$ cat src/hw/rtl/stok_pkg.sv
package stok_pkg;

    localparam int CntWidthDefault = 24;

    typedef enum logic [1:0] {
        K_VALUE = 2'd0,
        K_TOKEN = 2'd1,
        K_ERROR = 2'd2
    } t_kind;

    typedef enum logic [3:0] {
        TK_IDENT    = 4'd0,
        TK_STRING   = 4'd1,
        TK_BINOP    = 4'd2,
        TK_INT      = 4'd3,
        TK_EOF      = 4'd4,
        TK_SEMI     = 4'd5,
        TK_LPAREN   = 4'd6,
        TK_RPAREN   = 4'd7,
        TK_ASSIGN   = 4'd8,
        TK_VAR      = 4'd9,
        TK_CONST    = 4'd10,
        TK_COMMA    = 4'd11,
        TK_FUNCTION = 4'd12,
        TK_LBRACE   = 4'd13,
        TK_RBRACE   = 4'd14
    } t_tok;

    typedef enum logic [1:0] {
        ERR_NONE     = 2'd0,
        ERR_UNKNOWN  = 2'd1,
        ERR_STRING   = 2'd2,
        ERR_COMMENT  = 2'd3
    } t_err;

    typedef enum logic [2:0] {
        M_NORMAL = 3'd0,
        M_IDENT  = 3'd1,
        M_NUMBER = 3'd2,
        M_STRING = 3'd3,
        M_LINE   = 3'd4,
        M_BLOCK  = 3'd5
    } t_mode;

    typedef struct packed {
        logic [7:0] byte_in;
        logic       final_byte;
    } t_in;

    typedef struct packed {
        logic [1:0]  kind;
        logic [3:0]  token_kind;
        logic [7:0]  value_byte;
        logic [23:0] line_no;
        logic [23:0] start_column;
        logic [23:0] end_column;
        logic [1:0]  error_code;
        logic        last_result;
    } t_out;

    localparam int MaxRes = 4;

    function automatic logic is_space(input logic [7:0] c);
        return (c == 8'h20) || (c >= 8'd9 && c <= 8'd13);
    endfunction

    function automatic logic is_digit(input logic [7:0] c);
        return c >= "0" && c <= "9";
    endfunction

    function automatic logic is_alpha(input logic [7:0] c);
        return (c >= "a" && c <= "z") || (c >= "A" && c <= "Z");
    endfunction

    // token code of a single-character token, valid flag in msb
    function automatic logic [4:0] char_tok(input logic [7:0] c);
        case (c)
            ";": return {1'b1, TK_SEMI};
            "(": return {1'b1, TK_LPAREN};
            ")": return {1'b1, TK_RPAREN};
            "+", "-", "*", "%": return {1'b1, TK_BINOP};
            "=": return {1'b1, TK_ASSIGN};
            ",": return {1'b1, TK_COMMA};
            "{": return {1'b1, TK_LBRACE};
            "}": return {1'b1, TK_RBRACE};
            default: return 5'd0;
        endcase
    endfunction

    // keyword character at position p, 0 past the end
    function automatic logic [7:0] kw_char(input logic [1:0] k, input logic [3:0] p);
        logic [63:0] s;
        s = 64'd0;
        case (k)
            2'd0: s = {"var", 40'd0};
            2'd1: s = {"const", 24'd0};
            default: s = "function";
        endcase
        return (p < 4'd8) ? s[63 - 8*p[2:0] -: 8] : 8'd0;
    endfunction

endpackage

$ cat src/hw/rtl/script_tokenizer.sv
// Latency: an input beat's first result is valid the cycle after acceptance.
// Throughput: one byte per cycle while each byte yields at most one result and
// i_ready is held high; a byte with N results (up to 4) hands them out one by one,
// the next byte being accepted in the cycle its last result leaves the result buffer.
// Reset: synchronous, active low; scanner returns to normal mode at line 1, column 1.
module script_tokenizer
    import stok_pkg::*;
#(
    parameter int COUNTER_WIDTH = CntWidthDefault
) (
    input  logic i_clk,
    input  logic i_rst_n,
    input  logic i_valid,
    output logic o_ready,
    input  t_in  i_data,
    output logic o_valid,
    input  logic i_ready,
    output t_out o_data
);

    logic [2:0]        count;
    t_out [MaxRes-1:0] res;
    logic              can_load, go;

    assign o_ready = can_load;
    assign go      = i_valid && can_load;

    stok_core #(.CNT_W(COUNTER_WIDTH)) u_core (
        .i_clk, .i_rst_n, .i_go(go), .i_beat(i_data), .o_count(count), .o_res(res)
    );

    stok_outq u_outq (
        .i_clk, .i_rst_n, .i_load(go), .i_count(count), .i_res(res),
        .o_can_load(can_load), .o_valid, .o_data, .i_ready
    );

endmodule

$ cat src/hw/rtl/stok_core.sv
module stok_core
    import stok_pkg::*;
#(
    parameter int CNT_W = CntWidthDefault
) (
    input  logic                     i_clk,
    input  logic                     i_rst_n,
    input  logic                     i_go,
    input  t_in                      i_beat,
    output logic [2:0]               o_count,
    output t_out [MaxRes-1:0]        o_res
);

    localparam logic [CNT_W-1:0] CntMax = '1;
    localparam logic [CNT_W-1:0] One = CNT_W'(1);

    t_mode            r_mode, n_mode;
    logic [7:0]       r_quote, n_quote;
    logic             r_slash, n_slash;
    logic             r_star, n_star;
    logic [CNT_W-1:0] r_line, n_line, r_col, n_col, r_tsc, n_tsc;
    logic [2:0]       r_kw, n_kw;
    logic [3:0]       r_ilen, n_ilen;
    logic             r_halt, n_halt;

    logic [CNT_W-1:0] l0, c0, l1, c1;
    logic [7:0]       c;
    logic             fin;

    always_ff @(posedge i_clk) begin
        if (!i_rst_n) begin
            r_mode <= M_NORMAL; r_quote <= '0; r_slash <= 1'b0; r_star <= 1'b0;
            r_line <= One; r_col <= One; r_tsc <= '0; r_kw <= 3'b111;
            r_ilen <= '0; r_halt <= 1'b0;
        end else if (i_go) begin
            r_mode <= n_mode; r_quote <= n_quote; r_slash <= n_slash; r_star <= n_star;
            r_line <= n_line; r_col <= n_col; r_tsc <= n_tsc; r_kw <= n_kw;
            r_ilen <= n_ilen; r_halt <= n_halt;
        end
    end

    function automatic logic [23:0] w24(input logic [CNT_W-1:0] v);
        logic [63:0] t;
        t = 64'(v);
        return t[23:0];
    endfunction

    always_comb begin
        t_out   res [MaxRes];
        logic [2:0]  cnt;
        logic [4:0]  ct;
        logic [3:0]  tkc;
        logic        stop;
        c   = i_beat.byte_in;
        fin = i_beat.final_byte;
        for (int i = 0; i < MaxRes; i++) res[i] = '0;
        cnt = '0; ct = '0; tkc = '0; stop = 1'b0;
        n_mode = r_mode; n_quote = r_quote; n_slash = r_slash; n_star = r_star;
        n_line = r_line; n_col = r_col; n_tsc = r_tsc; n_kw = r_kw;
        n_ilen = r_ilen; n_halt = r_halt;

        l0 = r_line; c0 = r_col;
        if (c == 8'h0d || c == 8'h0a) begin
            l1 = (r_line != CntMax) ? r_line + One : r_line;
            c1 = One;
        end else begin
            l1 = r_line;
            c1 = (r_col != CntMax) ? r_col + One : r_col;
        end

        if (r_halt) begin
            if (fin) begin
                n_mode = M_NORMAL; n_quote = '0; n_slash = 1'b0; n_star = 1'b0;
                n_line = One; n_col = One; n_tsc = '0; n_kw = 3'b111;
                n_ilen = '0; n_halt = 1'b0;
            end
        end else begin
            n_line = l1; n_col = c1;
            // ident/number: extend on a matching byte, else token close at the byte that ends it
            if (r_mode == M_IDENT || r_mode == M_NUMBER) begin
                if (r_mode == M_IDENT && (is_alpha(c) || is_digit(c) || c == "_")) begin
                    for (int k = 0; k < 3; k++)
                        if (r_kw[k] && (r_ilen >= ((k == 0) ? 4'd3 : (k == 1) ? 4'd5 : 4'd8)
                                || kw_char(2'(k), r_ilen) != c))
                            n_kw[k] = 1'b0;
                    if (r_ilen < 4'd15) n_ilen = r_ilen + 4'd1;
                    res[cnt[1:0]] = '{K_VALUE, TK_IDENT, c, w24(l0), w24(c0), w24(c1),
                                 ERR_NONE, 1'b0};
                    cnt = cnt + 3'd1;
                    stop = 1'b1;
                    if (fin) begin
                        tkc = TK_IDENT;
                        if (n_kw[0] && n_ilen == 4'd3) tkc = TK_VAR;
                        if (n_kw[1] && n_ilen == 4'd5) tkc = TK_CONST;
                        if (n_kw[2] && n_ilen == 4'd8) tkc = TK_FUNCTION;
                        res[cnt[1:0]] = '{K_TOKEN, tkc, 8'd0, w24(l0), w24(r_tsc), w24(c1),
                                     ERR_NONE, 1'b0};
                        cnt = cnt + 3'd1;
                    end
                end else if (r_mode == M_NUMBER && is_digit(c)) begin
                    res[cnt[1:0]] = '{K_VALUE, TK_INT, c, w24(l0), w24(c0), w24(c1),
                                 ERR_NONE, 1'b0};
                    cnt = cnt + 3'd1;
                    stop = 1'b1;
                    if (fin) begin
                        res[cnt[1:0]] = '{K_TOKEN, TK_INT, 8'd0, w24(l0), w24(r_tsc), w24(c1),
                                     ERR_NONE, 1'b0};
                        cnt = cnt + 3'd1;
                    end
                end else begin
                    tkc = TK_INT;
                    if (r_mode == M_IDENT) begin
                        tkc = TK_IDENT;
                        if (r_kw[0] && r_ilen == 4'd3) tkc = TK_VAR;
                        if (r_kw[1] && r_ilen == 4'd5) tkc = TK_CONST;
                        if (r_kw[2] && r_ilen == 4'd8) tkc = TK_FUNCTION;
                    end
                    res[cnt[1:0]] = '{K_TOKEN, tkc, 8'd0, w24(l0), w24(r_tsc), w24(c0),
                                 ERR_NONE, 1'b0};
                    cnt = cnt + 3'd1;
                    n_mode = M_NORMAL;
                end
                if (stop) n_mode = r_mode;
            end else if (r_mode == M_STRING) begin
                stop = 1'b1;
                if (c == r_quote) begin
                    n_mode = M_NORMAL;
                    res[cnt[1:0]] = '{K_TOKEN, TK_STRING, 8'd0, w24(l1), w24(r_tsc), w24(c1),
                                 ERR_NONE, 1'b0};
                    cnt = cnt + 3'd1;
                end else begin
                    res[cnt[1:0]] = '{K_VALUE, TK_STRING, c, w24(l0), w24(c0), w24(c1),
                                 ERR_NONE, 1'b0};
                    cnt = cnt + 3'd1;
                    if (fin) begin
                        res[cnt[1:0]] = '{K_ERROR, TK_IDENT, c, w24(l0), w24(c0), w24(c1),
                                     ERR_STRING, 1'b0};
                        cnt = cnt + 3'd1;
                        n_halt = 1'b1;
                    end
                end
            end else if (r_mode == M_LINE) begin
                stop = 1'b1;
                if (c == 8'h0a) n_mode = M_NORMAL;
            end else if (r_mode == M_BLOCK) begin
                stop = 1'b1;
                if (r_star && c == "/") begin
                    n_mode = M_NORMAL; n_star = 1'b0;
                end else begin
                    n_star = (c == "*");
                    if (fin) begin
                        res[cnt[1:0]] = '{K_ERROR, TK_IDENT, c, w24(l0), w24(c0), w24(c1),
                                     ERR_COMMENT, 1'b0};
                        cnt = cnt + 3'd1;
                        n_halt = 1'b1;
                    end
                end
            end else if (r_mode != M_NORMAL) begin
                n_mode = M_NORMAL;
            end else if (r_slash) begin
                n_slash = 1'b0;
                if (c == "/") begin
                    n_mode = M_LINE; stop = 1'b1;
                end else if (c == "*") begin
                    n_mode = M_BLOCK; n_star = 1'b0; stop = 1'b1;
                    if (fin) begin
                        res[cnt[1:0]] = '{K_ERROR, TK_IDENT, c, w24(l0), w24(c0), w24(c1),
                                     ERR_COMMENT, 1'b0};
                        cnt = cnt + 3'd1;
                        n_halt = 1'b1;
                    end
                end else begin
                    res[cnt[1:0]] = '{K_TOKEN, TK_BINOP, "/", w24(l0), w24(r_tsc), w24(c0),
                                 ERR_NONE, 1'b0};
                    cnt = cnt + 3'd1;
                end
            end

            // normal scan of this byte
            if (!stop) begin
                ct = char_tok(c);
                if (is_space(c)) begin
                end else if (c == "/") begin
                    if (fin) begin
                        res[cnt[1:0]] = '{K_TOKEN, TK_BINOP, c, w24(l0), w24(c0), w24(c1),
                                     ERR_NONE, 1'b0};
                        cnt = cnt + 3'd1;
                    end else begin
                        n_slash = 1'b1; n_tsc = c0;
                    end
                end else if (ct[4]) begin
                    res[cnt[1:0]] = '{K_TOKEN, ct[3:0], c, w24(l0), w24(c0), w24(c1),
                                 ERR_NONE, 1'b0};
                    cnt = cnt + 3'd1;
                end else if (c == 8'h22 || c == 8'h27) begin
                    n_quote = c; n_tsc = c0; n_mode = M_STRING;
                    if (fin) begin
                        res[cnt[1:0]] = '{K_ERROR, TK_IDENT, c, w24(l0), w24(c0), w24(c1),
                                     ERR_STRING, 1'b0};
                        cnt = cnt + 3'd1;
                        n_halt = 1'b1;
                    end
                end else if (is_digit(c)) begin
                    n_mode = M_NUMBER; n_tsc = c0;
                    res[cnt[1:0]] = '{K_VALUE, TK_INT, c, w24(l0), w24(c0), w24(c1),
                                 ERR_NONE, 1'b0};
                    cnt = cnt + 3'd1;
                    if (fin) begin
                        res[cnt[1:0]] = '{K_TOKEN, TK_INT, 8'd0, w24(l0), w24(c0), w24(c1),
                                     ERR_NONE, 1'b0};
                        cnt = cnt + 3'd1;
                    end
                end else if (is_alpha(c)) begin
                    n_mode = M_IDENT; n_tsc = c0; n_ilen = 4'd1;
                    n_kw = {c == "f", c == "c", c == "v"};
                    res[cnt[1:0]] = '{K_VALUE, TK_IDENT, c, w24(l0), w24(c0), w24(c1),
                                 ERR_NONE, 1'b0};
                    cnt = cnt + 3'd1;
                    // single letter is never a keyword
                    if (fin) begin
                        res[cnt[1:0]] = '{K_TOKEN, TK_IDENT, 8'd0, w24(l0), w24(c0), w24(c1),
                                     ERR_NONE, 1'b0};
                        cnt = cnt + 3'd1;
                    end
                end else begin
                    res[cnt[1:0]] = '{K_ERROR, TK_IDENT, c, w24(l0), w24(c0), w24(c1),
                                 ERR_UNKNOWN, 1'b0};
                    cnt = cnt + 3'd1;
                    n_halt = 1'b1;
                end
            end

            if (fin) begin
                if (!n_halt) begin
                    res[cnt[1:0]] = '{K_TOKEN, TK_EOF, 8'd0, w24(l1), w24(c1), w24(c1),
                                 ERR_NONE, 1'b0};
                    cnt = cnt + 3'd1;
                end
                n_mode = M_NORMAL; n_quote = '0; n_slash = 1'b0; n_star = 1'b0;
                n_line = One; n_col = One; n_tsc = '0; n_kw = 3'b111;
                n_ilen = '0; n_halt = 1'b0;
            end
        end

        for (int i = 0; i < MaxRes; i++) begin
            o_res[i] = res[i];
            o_res[i].last_result = (3'(i) + 3'd1 == cnt);
        end
        o_count = cnt;
    end

endmodule

$ cat src/hw/rtl/stok_outq.sv
module stok_outq
    import stok_pkg::*;
(
    input  logic                i_clk,
    input  logic                i_rst_n,
    input  logic                i_load,
    input  logic [2:0]          i_count,
    input  t_out [MaxRes-1:0]   i_res,
    output logic                o_can_load,
    output logic                o_valid,
    output t_out                o_data,
    input  logic                i_ready
);

    t_out [MaxRes-1:0] r_buf;
    logic [2:0]        r_cnt, r_ptr;
    logic              take, last;

    assign o_valid    = (r_cnt != 3'd0);
    assign o_data     = r_buf[r_ptr[1:0]];
    assign take       = o_valid && i_ready;
    assign last       = take && (r_ptr + 3'd1 == r_cnt);
    // load when empty or the final pending beat leaves this cycle
    assign o_can_load = !o_valid || last;

    always_ff @(posedge i_clk) begin
        if (!i_rst_n) begin
            r_cnt <= '0;
            r_ptr <= '0;
        end else if (i_load) begin
            r_cnt <= i_count;
            r_ptr <= '0;
        end else if (last) begin
            r_cnt <= '0;
            r_ptr <= '0;
        end else if (take) begin
            r_ptr <= r_ptr + 3'd1;
        end
    end

    always_ff @(posedge i_clk) begin
        if (i_load) r_buf <= i_res;
    end

endmodule

$ cat config.mk
export PLATFORM = sky130hd
export DESIGN_NAME = script_tokenizer
export DESIGN_NICKNAME = d
export VERILOG_FILES = /design/src/hw/rtl/stok_pkg.sv /design/src/hw/rtl/script_tokenizer.sv /design/src/hw/rtl/stok_core.sv /design/src/hw/rtl/stok_outq.sv
export SDC_FILE = /design/constraint.sdc
export NUM_CORES = 1
export LEC_CHECK = 0
export CORE_UTILIZATION = 40
export DETAILED_ROUTE_END_ITERATION = 7
export DONT_BUFFER_PORTS = 1
export PLACE_DENSITY = 0.54
export REMOVE_ABC_BUFFERS = 1
export SYNTH_ARGS = -nofsm -noshare
export SYNTH_HDL_FRONTEND = slang
export SYNTH_SLANG_ARGS = --single-unit
$ cat constraint.sdc
create_clock -name i_clk -period 25.5 [get_ports i_clk]
set_clock_uncertainty 0.15 [all_clocks]
set_input_delay 0 -clock i_clk [delete_from_list [all_inputs] [get_ports i_clk]]
set_output_delay 0 -clock i_clk [all_outputs]
set_load 0.01 [all_outputs]
Word-level counts from Yosys, hierarchy flattened
Cells that the tools add are included.
{"block": "totals", "register_bits": 455, "word_cells": 432, "in_bits": 13, "out_inout_bits": 91}
{"block": "op_classes", "shifts": 3, "addsub": 8, "n_mux": 252, "n_eq_ne": 54, "bitwise": 4, "magnitude_cmp": 20, "reduce_logical": 47}
{"cell": "$mux W356", "count": 14}
{"cell": "$bwmux W356", "count": 9}
{"cell": "$mux W89", "count": 16}
{"cell": "$mux W64", "count": 9}
{"cell": "$demux W89 S2", "count": 3}
{"cell": "$mux W178", "count": 3}
{"cell": "$mux W24", "count": 19}
{"cell": "$mux W88", "count": 5}
{"cell": "$shiftx A71 B33 Y8", "count": 3}
{"cell": "$mux W3", "count": 63}
{"cell": "$bmux W89 S2", "count": 1}
{"cell": "$eq A8 B6 Y1 const B", "count": 13}
{"cell": "$mux W4", "count": 23}
{"cell": "$mux W8", "count": 11}
{"cell": "$mux W1", "count": 72}
{"cell": "$add A24 B1 Y24 const B", "count": 2}
{"cell": "$eq A8 B7 Y1 const B", "count": 6}
{"cell": "$ne A24 B24 Y1 const B", "count": 2}
{"cell": "$pmux W5 S8", "count": 1}
{"cell": "$ne A8 B8 Y1", "count": 3}
{"cell": "$logic_and A1 B1 Y1", "count": 22}
{"cell": "$eq A8 B4 Y1 const B", "count": 2}
{"cell": "$ge A8 B7 Y1 const B", "count": 2}
{"cell": "$le A8 B7 Y1 const B", "count": 2}
{"cell": "other kinds (42)", "count": 82}

Logic depth before layout (Yosys ltp)
{"block": "logic_depth", "word_depth": 40, "depth_mapped": 22, "mapped_depth_nobuf": 18}

Hierarchy
Synthesis repeated with hierarchy kept, for this count alone.
{"block": "hier_totals", "cells_unflattened": 2454, "area_unflattened_um2": 25590.8}
{"mod": "stok_outq", "seq_area_each_um2": 10810.4, "cells_each": 509, "n_inst": 1, "area_per_inst_um2": 13217.7}
{"mod": "stok_core", "seq_area_each_um2": 1861.8, "cells_each": 1944, "n_inst": 1, "area_per_inst_um2": 12366.9}
{"mod": "script_tokenizer", "seq_area_each_um2": 0.0, "cells_each": 1, "n_inst": 1, "area_per_inst_um2": 6.3}

Worst setup path before layout
No wires, ideal clock.
{"block": "synth_path", "path_type": "register -> register", "startpoint": "register u_outq.r_ptr[0]", "endpoint": "register u_core.r_quote[3]", "n_path_buf": 1, "path_stages_with_launch": 9, "required_ns": 25.213, "period_less_slack_ns": 14.420, "arrival_ns": 14.133, "path_slack_ns": 11.080, "setup_time_ns": 0.137, "path_cell_list": "dfxtp_1 -> ha_1 -> or3b_2 -> a21oi_1 -> o211ai_1 -> a21boi_1 -> clkbuf_1 -> o21ai_1 -> and3_1"}
{"block": "synth_between", "elab_chain_cells": 6}
{"element": "from (decl)", "line_no": "stok_outq.sv:16", "text": "logic [2:0] r_cnt, r_ptr;"}
{"element": "from (signal assigned)", "line_no": "stok_outq.sv:37", "text": "r_ptr <= r_ptr + 3'd1;"}
{"element": "$add A3 B1 Y3", "line_no": "stok_outq.sv:22", "text": "assign last = take && (r_ptr + 3'd1 == r_cnt);"}
{"element": "$eq A3 B3 Y1", "line_no": "stok_outq.sv:22"}
{"element": "$logic_and A1 B1 Y1", "line_no": "stok_outq.sv:22"}
{"element": "$logic_or A1 B1 Y1", "line_no": "stok_outq.sv:24", "text": "assign o_can_load = !o_valid || last;"}
{"element": "$logic_and A1 B1 Y1", "line_no": "script_tokenizer.sv:26", "text": "assign go = i_valid && can_load;"}
{"element": "via go", "line_no": "script_tokenizer.sv:23", "text": "logic can_load, go;"}
{"element": "$reduce_and A7 Y1 (no line)"}
{"element": "to (signal assigned)", "line_no": "stok_core.sv:36", "text": "r_mode <= n_mode; r_quote <= n_quote; r_slash <= n_slash; r_star <= n_star;"}
{"element": "to (decl)", "line_no": "stok_core.sv:18", "text": "logic [7:0] r_quote, n_quote;"}
The timed path passes the listed nets, and every way through them passes these cells.
A chain may end at the register's enable or synchronous reset.

Final worst setup path
{"block": "layout_path", "startpoint": "input port i_data[4] (netlist bit)", "endpoint": "register u_outq.r_buf[51] (netlist bit), data pin"}
{"block": "layout_between", "elab_chain_cells": 29, "elab_cells_between_ends": 155, "cone_classes": "add/sub (2); order compare (14); eq/ne (19); mux (100); bitwise (3); reduce/logical (17)"}
{"element": "from (decl)", "line_no": "script_tokenizer.sv:15", "text": "input t_in i_data,"}
{"element": "$eq A8 B6 Y1", "line_no": "stok_pkg.sv:77, stok_core.sv:164"}
{"element": "$mux W1", "line_no": "stok_core.sv:164", "text": "end else if (c == \"*\") begin"}
{"element": "$mux W3", "line_no": "stok_core.sv:162", "text": "if (c == \"/\") begin"}
{"element": "$mux W3", "line_no": "stok_core.sv:160", "text": "end else if (r_slash) begin"}
{"element": "$mux W3", "line_no": "stok_core.sv:158", "text": "end else if (r_mode != M_NORMAL) begin"}
{"element": "$mux W3", "line_no": "stok_core.sv:145", "text": "end else if (r_mode == M_BLOCK) begin"}
{"element": "$mux W3", "line_no": "stok_core.sv:142", "text": "end else if (r_mode == M_LINE) begin"}
{"element": "$mux W3", "line_no": "stok_core.sv:124", "text": "end else if (r_mode == M_STRING) begin"}
{"element": "[13 not listed]"}
{"element": "$not A2 Y3 (implied by the code) / $mux W356 (equally long branches)", "line_no": "stok_core.sv:235, stok_core.sv:191"}
{"element": "$ge A3 B3 Y1 (implied by the code) (tied with other cells)", "line_no": "stok_core.sv:235", "text": "res[cnt[1:0]] = '{K_TOKEN, TK_EOF, 8'd0, w24(l1), w24(c1), w24(c1),"}
{"element": "$logic_and A1 B1 Y1 (implied by the code) / $mux W356 (equally long branches)", "line_no": "stok_core.sv:235, stok_core.sv:182"}
{"element": "$mux W89 (implied by the code) / $mux W356 (equally long branches)", "line_no": "stok_core.sv:235, stok_core.sv:180"}
{"element": "$demux W89 S2 / $mux W356 (equally long branches)", "line_no": "stok_core.sv:235, stok_core.sv:71"}
{"element": "$bwmux W356", "line_no": "stok_core.sv:235"}
{"element": "$mux W356", "line_no": "stok_core.sv:234", "text": "if (!n_halt) begin"}
{"element": "$mux W356 *", "line_no": "stok_core.sv:233", "text": "if (fin) begin"}
{"element": "to (signal assigned)", "line_no": "stok_outq.sv:42", "text": "if (i_load) r_buf <= i_res;"}
{"element": "to (decl)", "line_no": "stok_outq.sv:15", "text": "t_out [MaxRes-1:0] r_buf;"}
Every way passes the cells marked *; elsewhere a longest branch is shown, timed or not. The select of a mux whose other input is x is not followed.

==> run_results.csv <==
group,metric,value,unit
setup_path,crit_arrival,7.44,ns
yosys,synth-seq-area-share,50.28,%
timing,report.final.slew_viol_count,0,
setup_path,regToRegSetupSlack,18.97,ns
yosys,mappedNetlistArea,25200,um^2
setup_path,crit_top_cell,"dlygate4sd3_1",
setup_path,cp.required,25.81,ns
run,maxCapViolCount,0,
yosys,ys.flop_type,"edfxtp_1",
yosys,synthArstFlopShare,0,%
routing,drc,0,
placement,dp_hpwl,55330,um
yosys,synth_edf_count,356,
routing,dr.first_iter.drc_count,2274,
floorplan,fp.dieH,253.0,um
setup_path,r2r-end,"u_outq.r_buf[155]$_SDFFCE_PP0P_",
layout,final_cells,3176,
timing,timing.fmax,140.1,MHz
clock_tree,cts_tree,"yes",
setup_path,critPathTopFamily,"buffers and inverters",
clock_tree,cts_setup_buffers,0,
routing,wirelength,86760,um
routing,antenna_left,0,
min_path,hold_path_depth,5,
yosys,ys.warnings.count,0,
floorplan,rows,91,
min_path,holdCritStartpoint,"i_data[7]",
yosys,syn_inst,2411,
layout,layout_common_cells,"356 x edfxtp_1, 276 x nor2_1, 249 x nand2_1, 134 x a21oi_1, 124 x o21ai_0",
setup_path,crit_buf_inv,7,
pwr,p_leak,8.969,nW
clock_tree,cts.sinks,455,
timing,tns,0,ns
clock_tree,clkTransAtPathRegs,0.07,ns
clock_tree,clk_latency,0.63,ns
yosys,synth_cell_types,94,
pwr,p_total,2.039,mW
layout,nNetsFinal,2329,
setup_path,max_stage_delay,1.01,ns
routing,wl_per_cell,27.32,um
clock_tree,numCtsBuffers,51,
layout,syn2layout_area_growth,9.691,%
routing,num_vias,20066,
pwr,power_density,73.77,nW/um^2
timing,slew_headroom,25.51,%
placement,dpl.cell_count,3054,
min_path,hold_end,"u_outq.r_buf[262]$_SDFFCE_PP0P_",
global_routing,grt_pass1_vias,19415,
timing,fin_crit_sh,27.99,%
timing,worst_slew_pin_slew,1.106,ns
setup_path,r2r_start,"u_core.r_mode[2]$_SDFFE_PN0P_",
yosys,synth.ff_latch_count,455,
routing,drt-pass1-iter-count,8,
floorplan,core,61940,um^2
timing,finalWorstPathRequiredPeriod,7.138,ns
outcome,status,"complete, no violations",
setup_path,path_cells,"dlygate4sd3_1 > nand4_1 > or4_1 > dlygate4sd3_1 > a31oi_1 > dlygate4sd3_1 > buf_4 > o221ai_1 > inv_1 > nor2_1 > ha_1 > nor2_1 > o211ai_1 > o21a_1 > inv_1 > ha_1 > nand2_1 > nor3_1 > o21a_2 > buf_4 > o21a_1 > a21oi_1 > mux2i_1",
global_routing,antenna_found_initial,1,
timing,rsz0062_at_grt,"false",
setup_path,worst_setup_path_end_kind,"register",
global_routing,grt_max_degree,171,
global_routing,grt_pass1_wl,129000,um
placement,io_buffers,0,
setup_path,worst-path-max-fanout,48,
floorplan,ioPinCount,104,
setup_path,ff2ff_path_depth,21,
clock_tree,clock_path_buffers,3,
layout,final_common_cell,"edfxtp_1",
global_routing,grt_remaining_overflow,0,
global_routing,grtUsageTotal,27.05,%
min_path,hold_class,"input port to register",
timing,hold_slack,0.04030,ns
routing,routed_via_density,6.318,
setup_path,startpoint_type,"input port",
setup_path,slowest_stage,"dlygate4sd3_1",
floorplan,dieArea,64010,um^2
timing,setup_viol_count_final,0,
pwr,ir_drop,0.00004866,V
layout,drive_gt1_share,12.62,%
clock_tree,htree_levels,2,
placement,gp_congestion,0.9341,
clock_tree,root_buffer,"clkbuf_16",
floorplan,initial_core_util,40.69,%
setup_path,path_class,"input port to register",
floorplan,die-width,253.0,um
timing,hold_viol_final,0,
layout,nFillCells,5838,
yosys,syn_avg_cell_area,10.45,um^2
[layer usage]
metal / track usage, % / vias up / part of all wire (%)
met5: 0 / - / 0.015
met4: 8.606 / 2 / 3.0
met3: 4.873 / 161 / 8.1
met2: 43.60 / 912 / 47
met1: 36.82 / 10095 / 42
li1: - / 8896 / -
[worst max-delay path by stage]
stage,from,endpoint,depth (start not counted)
2_1_floorplan,u_outq.r_ptr[0]$_SDFFE_PP0P_,u_core.r_ilen[2]$_SDFFE_PN0P_,8
4_1_cts,i_data[4],u_outq.r_buf[51]$_SDFFCE_PP0P_,23
3_3_place_gp,u_core.r_quote[1]$_SDFFE_PN0P_,u_outq.r_buf[161]$_SDFFCE_PP0P_,20
5_1_grt,i_data[4],u_outq.r_buf[51]$_SDFFCE_PP0P_,23
6_report,i_data[4],u_outq.r_buf[51]$_SDFFCE_PP0P_,23
3_5_place_dp,u_core.r_quote[1]$_SDFFE_PN0P_,u_outq.r_buf[153]$_SDFFCE_PP0P_,20
[sequential cells by signal, summed over array words and instances (netlist names), 3 cells and up]
register	flops
u_outq.r_ptr	3
u_core.r_kw	3
u_core.r_tsc	24
u_core.r_quote	8
u_core.l0	24
u_core.c0	24
u_outq.r_cnt	3
u_core.r_ilen	4
u_core.r_mode	3
u_outq.r_buf	356
[layout make-up]
cell class	count	area, um^2	share of cell area (%)
Multi-Input combinational cell	1683	11490	41.56
Clock buffer	60	1310	4.739
Inverter	30	112.6	0.4074
Antenna cell	1	2.502	0.009052
Timing Repair Buffer	75	650.6	2.354
Tap cell	837	1047	3.788
Clock inverter	35	347.8	1.258
Sequential cell	455	12680	45.88
[tightest hold or removal path: stages]
cell,delay [ns]
nor2_1,0.10
a21oi_1,0.18
nand2_1,0.11
a21oi_1,0.07
nor3_1,0.17
[power breakdown]
part,internal [mW],switching [mW]
clock,0.428,0.312
combinational,0.0974,0.244
sequential,0.922,0.0353
total,1.45,0.591
[through the flow]
| step | setup slack, ns | cell area, um^2 | util, % |
|---|---|---|---|
| global route | 17.91 | 27640 | 44.63 |
| floorplan | -7.811 | 24200 | - |
| CTS | 18.46 | 27640 | 44.63 |
| global placement | 19.56 | 25710 | 41.51 |
| finish | 18.36 | 27640 | 44.63 |
| detailed placement | 19.46 | 25710 | 41.51 |
[Yosys cell counts (9+ instances only)]
master | count | area (um^2)
nor2b_1 | 11 | 68.82
a2bb2oi_1 | 11 | 96.34
a31oi_1 | 14 | 87.58
and3_1 | 30 | 187.7
mux4_2 | 89 | 2004
o21ai_0 | 126 | 630.6
a22o_1 | 24 | 210.2
nand4_1 | 23 | 143.9
a311oi_1 | 10 | 87.58
clkbuf_1 | 174 | 653.1
or2_2 | 22 | 137.6
nor2_1 | 280 | 1051
a22oi_1 | 64 | 480.5
a221oi_1 | 23 | 201.4
inv_1 | 27 | 101.4
and2_1 | 31 | 193.9
o32ai_1 | 9 | 78.83
dfxtp_1 | 99 | 1982
edfxtp_1 | 356 | 10690
and4_1 | 9 | 78.83
a32oi_1 | 10 | 87.58
or3_1 | 22 | 137.6
a211oi_1 | 50 | 375.4
nand2_1 | 250 | 938.4
mux2i_1 | 13 | 130.1
o211ai_1 | 13 | 97.59
a221oi_2 | 17 | 255.2
o21a_1 | 12 | 90.09
nand2b_1 | 13 | 81.33
nor4_1 | 22 | 137.6
nand3_1 | 75 | 375.4
a21oi_1 | 134 | 670.6
ha_1 | 20 | 250.2
xnor2_1 | 32 | 280.3
nor3_1 | 58 | 290.3
buf_1 | 20 | 75.07
xor2_1 | 31 | 271.5
buf_2 | 42 | 210.2
o22ai_1 | 12 | 75.07
[what timing repair did]
item,4_1_cts,5_1_grt
endpoints found under the setup margin,0,0
hold endpoints to repair,176,0
gates resized for setup,0,0
hold buffers,26,0
[cell families (layout without fill, tap and decap cells)]
group	after synthesis	count (layout)	share of synthesized area, %
simple gates	885	885	16.57
fa+ha+maj	20	20	0.9930
xor+xnor	63	63	2.189
flops	455	455	50.28
compound gates	612	612	17.02
other cells	0	1	0
mux	103	103	8.515
buf+inv	273	200	4.424
(Power assumes the default switching activity.)
